<file path="config.mk">
export PLATFORM = sky130hd
export DESIGN_NAME = tcw_addr_unit
export DESIGN_NICKNAME = d
export VERILOG_FILES = /design/src/design/text_console_writer_assert.svh /design/src/design/tcw_pkg.sv /design/src/design/tcw_addr_unit.sv
export SDC_FILE = /design/constraint.sdc
export NUM_CORES = 1
export LEC_CHECK = 0
export ABC_AREA = 1
export ABC_CLOCK_PERIOD_IN_PS = 7190
export BUFFER_PORTS_ARGS = -buffer_cell sky130_fd_sc_hd__buf_2
export CORE_ASPECT_RATIO = 1.4
export CORE_UTILIZATION = 40
export DETAILED_ROUTE_END_ITERATION = 12
export PLACE_DENSITY_LB_ADDON = 0.08
export SETUP_SLACK_MARGIN = 0.2
export SLEW_MARGIN = 5
export SYNTH_ARGS = -nofsm -noshare
export SYNTH_HDL_FRONTEND = slang
export SYNTH_SLANG_ARGS = --single-unit
</file>
<file path="constraint.sdc">
create_clock -name clock -period 7.19 [get_ports clock]
set_input_delay 1.7975 -clock clock [delete_from_list [all_inputs] [get_ports clock]]
set_output_delay 1.7975 -clock clock [all_outputs]
set_load 0.05 [all_outputs]
</file>
<file path="src/design/text_console_writer_assert.svh">
// ----------------------------------------------------------------------------
// Text console writer assertion macros
// Concurrent assertion helpers shared by the console RTL. Defining ASSERT_OFF
// turns every check into an empty statement.
// ----------------------------------------------------------------------------
`ifndef TEXT_CONSOLE_WRITER_ASSERT_SVH
`define TEXT_CONSOLE_WRITER_ASSERT_SVH

`ifndef ASSERT_OFF

// Clocked check that is skipped while reset is high.
`define TCW_ASSERT(name, clk, rst, prop, msg) \
   name: assert property (@(posedge clk) disable iff (rst) prop) else $error(msg);

// Clocked check that also holds while reset is high.
`define TCW_ASSERT_ALWAYS(name, clk, prop, msg) \
   name: assert property (@(posedge clk) prop) else $error(msg);

`else

`define TCW_ASSERT(name, clk, rst, prop, msg)
`define TCW_ASSERT_ALWAYS(name, clk, prop, msg)

`endif

`endif

</file>
<file path="src/design/tcw_pkg.sv">
// ----------------------------------------------------------------------------
// Text console writer package
// Field widths, action and register codes, character codes and the request
// type of the shared address unit.
// ----------------------------------------------------------------------------
package tcw_pkg;

   localparam int ACT_W    = 2;
   localparam int CHAR_W   = 8;
   localparam int ATTR_W   = 8;
   localparam int CELL_W   = CHAR_W + ATTR_W;
   localparam int COL_W    = 7;
   localparam int ROW_W    = 5;
   localparam int COLOR_W  = 4;
   localparam int CSR_IDX_W  = 2;
   localparam int CSR_DATA_W = 7;

   // Width of row * columns + column for the widest row and column fields.
   localparam int SUM_W = ROW_W + COL_W + 1;

   localparam int MAX_COLS_DEF = 80;
   localparam int MAX_ROWS_DEF = 25;

   localparam logic [ACT_W-1:0] ACT_PUT   = 2'd0;
   localparam logic [ACT_W-1:0] ACT_READ  = 2'd1;
   localparam logic [ACT_W-1:0] ACT_CLEAR = 2'd2;

   localparam logic [CSR_IDX_W-1:0] CSR_BACKGROUND = 2'd0;
   localparam logic [CSR_IDX_W-1:0] CSR_FOREGROUND = 2'd1;
   localparam logic [CSR_IDX_W-1:0] CSR_COLUMNS    = 2'd2;
   localparam logic [CSR_IDX_W-1:0] CSR_ROWS       = 2'd3;

   localparam logic [COLOR_W-1:0] BACKGROUND_RST = 4'h0;
   localparam logic [COLOR_W-1:0] FOREGROUND_RST = 4'h7;
   localparam logic [COL_W-1:0]   COLUMNS_RST    = 7'd80;
   localparam logic [ROW_W-1:0]   ROWS_RST       = 5'd25;

   localparam logic [CHAR_W-1:0] CHAR_NUL = 8'h00;
   localparam logic [CHAR_W-1:0] CHAR_TAB = 8'h09;
   localparam logic [CHAR_W-1:0] CHAR_NL  = 8'h0A;
   localparam int                TAB_STOP = 8;

   // Request to the shared address unit: result is mul_a * columns + add_b.
   typedef struct packed {
      logic             load;
      logic [ROW_W-1:0] mul_a;
      logic [COL_W-1:0] add_b;
   } addr_req_type;

endpackage

</file>
<file path="src/design/tcw_addr_unit.sv">
// ----------------------------------------------------------------------------
// Text console address unit
// Shared multiply-add that turns a row and column into a linear cell index.
// ----------------------------------------------------------------------------
module tcw_addr_unit (
   input  logic                      clock,
   input  tcw_pkg::addr_req_type     req,
   input  logic [tcw_pkg::COL_W-1:0] cols,
   output logic [tcw_pkg::SUM_W-1:0] addr
);

   logic [tcw_pkg::SUM_W-1:0] addr_ff;
   logic [tcw_pkg::SUM_W-1:0] addr_in;

   // The row times the row length, plus the offset inside the row.
   assign addr_in = tcw_pkg::SUM_W'(req.mul_a) * tcw_pkg::SUM_W'(cols)
                  + tcw_pkg::SUM_W'(req.add_b);

   always_ff @(posedge clock) begin
      if (req.load) begin
         addr_ff <= addr_in;
      end
   end

   assign addr = addr_ff;

endmodule

</file>
**Yosys cells after proc, flatten, opt, wreduce, memory -nomap -nowiden**

Index checks and enable logic that the tools add are counted.

- Bits in registers: 13
- Bits of input ports: 21
- Output and inout port bits: 13
- Word-level logic and storage cells: 3

- Add/sub/neg operators: 1
- $mul: 1

Operators by type and width:

| operator | number |
|---|---|
| adder 12 x 7 -> 13 bit | 1 |
| multiplier 5 x 7 -> 12 bit | 1 |

**Longest topological paths before layout**

Gate-level depths: netlist (run 1).

- Word-level depth: 2
- Depth in mapped cells: 16
- Depth with buffers taken out: 16

**Worst setup path before layout (run 1)**

No wires, ideal clock.

- Kind: input-to-reg
- From: input port cols[3] (netlist bit)
- To: register addr_ff, in the netlist addr[12], data pin
- Library setup time: 0.254 ns
- Data arrival time: 4.402 ns
- Required time: 6.936 ns
- Slack: 2.533 ns
- Stages on the path: 13
- Buffers on the path: 0
- Cell sequence: nand2_1 -> fa_1 -> inv_1 -> fa_1 -> inv_1 -> fa_1 -> inv_1 -> ha_1 -> a21oi_1 -> o21a_1 -> nand2_1 -> nand2_1 -> nand2_1

- Cells in the longest elaborated chain, start to end: 2

Ends and longest elaborated chain:

| element | RTL line | text |
|---|---|---|
| from (decl) | tcw_addr_unit.sv:8 | `input logic [tcw_pkg::COL_W-1:0] cols,` |
| multiplier 5 x 7 -> 12 bit | tcw_addr_unit.sv:16 | `assign addr_in = tcw_pkg::SUM_W'(req.mul_a) * tcw_pkg::SUM_W'(cols)` |
| adder 12 x 7 -> 13 bit | tcw_addr_unit.sv:17 | `+ tcw_pkg::SUM_W'(req.add_b);` |
| net addr_in, one bit | tcw_addr_unit.sv:13 | `logic [tcw_pkg::SUM_W-1:0] addr_in;` |
| to (signal assigned) | tcw_addr_unit.sv:21 | `addr_ff <= addr_in;` |
| to (decl) | tcw_addr_unit.sv:12 | `logic [tcw_pkg::SUM_W-1:0] addr_ff;` |

The timed path passes the listed nets, and every way through them passes these cells.
A chain may end at the register's enable or synchronous reset.

**Final worst setup path (run 1)**

- From: input port req[11] (netlist bit)
- To: register addr_ff, in the netlist addr[10], data pin

- Cells in the longest elaborated chain, start to end: 2

Ends and longest elaborated chain:

| element | RTL line | text |
|---|---|---|
| from (decl) | tcw_addr_unit.sv:7 | `input tcw_pkg::addr_req_type req,` |
| multiplier 5 x 7 -> 12 bit | tcw_addr_unit.sv:16 |  |
| adder 12 x 7 -> 13 bit | tcw_addr_unit.sv:17 |  |
| net addr_in, one bit | tcw_addr_unit.sv:13 |  |

The timed path passes the listed nets, and every way through them passes these cells.

==> results of run 1 <==
[final timing paths]
kind  startpoint       end  depth (start not counted)
max      req[11]  addr[10]                         14
min       req[0]   addr[0]                          2
[power breakdown]
group	internal, mW	switching (mW)
combinational	0.106	0.228
sequential	0.121	0.00419
clock	0.0389	0.0227
total	0.267	0.255
[cell usage after synthesis]
library cell	instances	share of area (%)
nand3_1	7	2.0
ha_1	23	16
nand3b_1	1	0.42
xnor2_1	1	0.49
fa_1	22	25
nand2_1	68	14
nand2_2	1	0.35
nor2_1	6	1.3
xor2_1	3	1.5
o21a_1	1	0.42
nand4_1	1	0.35
edfxtp_1	13	22
inv_1	65	14
nand3_2	1	0.56
a21oi_1	6	1.7
[logic make-up (layout without fill, tap and decap cells)]
kind of cell               after synthesis  after routing
and+or+nand+nor                         85             85
buffers and inverters                   65            102
adders and majority gates               45             45
xor gates and xnor gates                 4              4
AOI/OAI and AO/OA                        7              7
DFF                                     13             13
[metrics by stage]
stage | setup slack (ns) | power, mW | hold slack, ns | util, %
after floorplan | 2.53 | 0.399 | 1.91 | -
after global placement | 2.26 | 0.464 | 2.11 | 47.6
after detailed placement | 2.21 | 0.464 | 2.10 | 47.6
after CTS | 2.46 | 0.529 | 1.87 | 48.7
after global routing | 2.26 | 0.575 | 1.88 | 48.7
final | 2.47 | 0.522 | 1.87 | 48.7
[worst max-delay path: cells and delay by family]
kind            cells  cell delay, ns
fa+ha+maj           4            1.95
buf+inv             4            0.29
simple gates        4            0.26
compound gates      2            0.42
[cell usage in the layout, fill, tap and decap left out, drive strengths merged]
master	count
nand2	69
inv	65
buf	33
ha	23
fa	22
edfxtp	13
nand3	8
a21oi	6
nor2	6
clkbuf	4
xor2	3
nand4	1
o21a	1
nand3b	1
xnor2	1
[metal layers]
layer / GRT usage (%) / vias up
met2: 25.1 / 28
met4: 5.71 / 0
met3: 0.478 / 0
li1: - / 719
met5: 0 / -
met1: 16.4 / 614
[cell type report]
type | instances | area, um2
clock buffers | 4 | 45.0
repair buffers | 33 | 165
fillers | 446 | 2180
flip-flops and latches | 13 | 390
multi-input cells | 141 | 1140
inverters | 65 | 244
well taps | 60 | 75.1
==> results.py, run 1 <==
metrics = {
    "outcome": {
        "status": "finished clean",
    },
    "finish": {
        "stdcell_count": 316,
        "largest_reg_flops": 13,
        "final_nets": 323,
        "final_cell_area_um2": 2060,
        "synthToLayoutAreaGrowth_pct": 16.0,
        "drive_above_1_share_pct": 14.8,
        "antenna_cells": 0,
    },
    "route": {
        "dr_total_vias": 1361,
        "vias_per_cell": 4.31,
        "drc": 0,
        "drt-total-wl_mm": 2.86,
        "drt_iter0_markers": 25,
        "dr.pass1.iters": 4,
        "top_layer": "met3",
        "ant_nets": 0,
        "dr_wl_met2_mm": 1.48,
        "wl_per_cell_um": 9.05,
        "dr_wl_met3_um": 71,
        "m1WireLength_mm": 1.30,
    },
    "place": {
        "portBuffers": 33,
        "gp_congestion": 0.780,
        "placedInstanceArea_um2": 2020,
        "dp_hpwl_mm": 2.67,
        "dp_cells": 312,
    },
    "clock_network": {
        "cts_tree": "yes",
        "cts_sinks": 13,
        "clockBufferDepth": 2,
        "postCtsResizedCells": 0,
        "cts_made_buffers": 3,
        "htreeDepth": 1,
        "post_cts_buffers": 0,
        "root_buffer": "clkbuf_8",
        "hold_buffers": 0,
        "clk_pin_slew_ns": 0.05,
    },
    "timing": {
        "finalSetupViolations": 0,
        "rsz0062_at_grt": "false",
        "finalCritPeriodShare_pct": 65.7,
        "relSlewSlack_pct": 81.1,
        "hold_violations": 0,
        "worstMarginPinSlew_ns": 0.284,
        "slew_violations": 0,
        "setup_tns_ns": 0,
        "fmax_mhz": 212,
        "period_needed_ns": 4.72,
    },
    "setup_path": {
        "worst_setup_path_start_kind": "input port",
        "path_cells": "buf_2, nand2_1, fa_1, inv_1, fa_1, inv_1, fa_1, inv_1, ha_1, a21oi_1, o21a_1, nand2_1, nand2_1, nand2_1",
        "crit_required_ns": 7.18,
        "critPathArrivalTime_ns": 4.71,
        "cpMaxStageDelayCell": "fa_1",
        "cpPeakStageDelay_ns": 0.54,
        "endpoint_kind": "register",
        "cp_max_fo": 7,
        "path_common_cell": "nand2_1",
        "path_class": "input port to register",
    },
    "yosys": {
        "synth_warnings": 0,
        "muxShareOfSynthArea_pct": 0,
        "synth-compound-area-share_pct": 2.11,
        "synth_cell_type_count": 15,
        "synth_fa_ha_area_share_pct": 41.0,
        "synth_top_family_by_area": "adder cells",
        "synthXorXnorAreaFrac_pct": 1.97,
        "synth-seq-area-share_pct": 22.0,
        "synth-simple-area-share_pct": 19.3,
        "syn_area_per_cell_um2": 8.12,
        "syn_nets": 285,
        "synthesis.area_um2": 1780,
        "synth-seq-cells": 13,
        "synthCells": 219,
    },
    "floorplan": {
        "die_h_um": 80.9,
        "die_x_um": 58.3,
        "coreArea_um2": 4240,
        "dieArea_um2": 4720,
        "ios": 34,
        "rows": 28,
        "initial_core_util_pct": 41.9,
    },
    "pwr": {
        "ir_drop_uv": 65.0,
        "powerDensity_nw_per_um2": 253,
        "p_leak_nw": 1.26,
    },
    "grt": {
        "grt_pass1_wl_mm": 5.02,
        "grt_overflow_total": 0,
        "track_usage_pct": 13.6,
        "grt_pass1_vias": 1261,
        "antenna_found_initial": 0,
        "grt_max_degree": 14,
    },
    "job": {
        "max_cap_viol_count": 0,
    },
    "worst_hold_path": {
        "hold_path_class": "input port to register",
    },
}
Note: power is estimated with default switching activity, not from simulation.
==> run 2: changes to the inputs <==
ABC_CLOCK_PERIOD_IN_PS = 4300   (was 7190)
clock period = 4.3 ns   (was 7.19 ns; I/O delays follow)
==> results.py, run 2 (synthesis gave the netlist of run 1 again) <==
metrics = {
    "finish": {
        "drive_above_1_share_pct": 16.4,
        "antenna_cells": 0,
        "final_common_cell": "nand2_1",
        "most-common-layout-cells": "nand2_1 (68), inv_1 (65), buf_2 (33), fa_1 (22), ha_1 (21)",
        "largest_reg_flops": 13,
        "final_nets": 323,
        "synthToLayoutAreaGrowth_pct": 16.7,
    },
    "floorplan": {
        "coreArea_um2": 4240,
        "ios": 34,
        "dieArea_um2": 4720,
        "rows": 28,
        "initial_core_util_pct": 41.9,
        "die_x_um": 58.3,
        "die_h_um": 80.9,
    },
    "timing": {
        "relSlewSlack_pct": 81.5,
        "finalCritPeriodShare_pct": 91.8,
        "period_needed_ns": 3.95,
        "fmax_mhz": 253,
        "rsz0062_at_grt": "false",
        "slew_violations": 0,
        "setup_tns_ns": 0,
        "finalSetupViolations": 0,
        "hold_violations": 0,
        "worstMarginPinSlew_ns": 0.277,
    },
    "worst_hold_path": {
        "hold_path_class": "input port to register",
    },
    "place": {
        "portBuffers": 33,
        "gp_congestion": 0.779,
        "dp_hpwl_mm": 2.69,
    },
    "pwr": {
        "finalPower_mw": 0.885,
        "ir_drop_uv": 134,
        "p_leak_nw": 1.26,
        "powerDensity_nw_per_um2": 426,
    },
    "setup_path": {
        "cp_max_fo": 7,
        "crit_required_ns": 4.29,
        "path_class": "input port to register",
        "endpoint_kind": "register",
        "critPathArrivalTime_ns": 3.94,
        "worst_setup_path_start_kind": "input port",
    },
    "clock_network": {
        "cts_tree": "yes",
        "cts_sinks": 13,
        "root_buffer": "clkbuf_8",
        "htreeDepth": 1,
        "clk_pin_slew_ns": 0.05,
        "post_cts_buffers": 0,
        "cts_made_buffers": 3,
        "hold_buffers": 0,
        "clockBufferDepth": 2,
    },
    "route": {
        "dr_total_vias": 1351,
        "dr.pass1.iters": 4,
        "drt_iter0_markers": 15,
        "drt-total-wl_mm": 2.89,
        "ant_nets": 0,
        "drc": 0,
        "vias_per_cell": 4.28,
        "wl_per_cell_um": 9.15,
    },
    "grt": {
        "grt_overflow_total": 0,
        "antenna_found_initial": 0,
        "grt_pass1_wl_mm": 4.94,
        "grt_max_degree": 14,
        "grt_pass1_vias": 1239,
        "track_usage_pct": 13.4,
    },
    "outcome": {
        "status": "finished clean",
    },
    "job": {
        "max_cap_viol_count": 0,
    },
}
## run 2: layout make-up
class	count	area [um2]
Clock buffer	4	45.0
Fill cell	456	2160
Inverter	65	244
Multi-Input combinational cell	141	1160
Sequential cell	13	390
Tap cell	60	75.1
Timing Repair Buffer	33	165
## run 2: routing by layer
| layer | up-vias | GRT usage [%] | routed length, um |
|---|---|---|---|
| met2 | 28 | 25.1 | 1470 |
| li1 | 718 | - | - |
| met5 | - | 0 | 0 |
| met1 | 601 | 15.8 | 1300 |
| met3 | 4 | 0.478 | 88 |
| met4 | 0 | 5.71 | 27 |
## run 2: critical path: stages
cell and delay [ns]:
buf_2 0.15, nand2_1 0.09, fa_1 0.54, inv_1 0.05, fa_1 0.53, inv_1 0.05
fa_1 0.52, inv_1 0.04, ha_2 0.37, nand2_2 0.07, nor2_1 0.14, nand3_1 0.14
nand4_1 0.12, nand2_1 0.05
## run 2: power by group
part	leakage (nW)	total, mW	switching, mW	internal (mW)
sequential	0.127	0.209	0.00668	0.203
combinational	1.11	0.572	0.386	0.187
clock	0.0228	0.103	0.0377	0.0650
## run 2: worst paths after layout
check | from | end | cells past startpoint
worst max-delay path | req[11] | addr[11] | 14
worst min-delay path | req[0] | addr[0] | 2
## run 2: what timing repair did
action | 4_1_cts | 5_1_grt
hold endpoints to repair | 0 | 0
gates resized for setup | 0 | 4
setup endpoints to repair | 0 | 5
## run 2: metrics by stage
step	instance area, um2	worst slack, ns	std cells	hold WS (ns)	util, %
5_1_grt	2080	0.200	316	1.15	49.0
6_report	2080	0.355	316	1.14	49.0
2_1_floorplan	1780	0.366	219	1.19	-
3_5_place_dp	2020	0.0288	312	1.38	47.6
4_1_cts	2060	0.280	316	1.14	48.7
3_3_place_gp	2020	0.0904	312	1.38	47.6
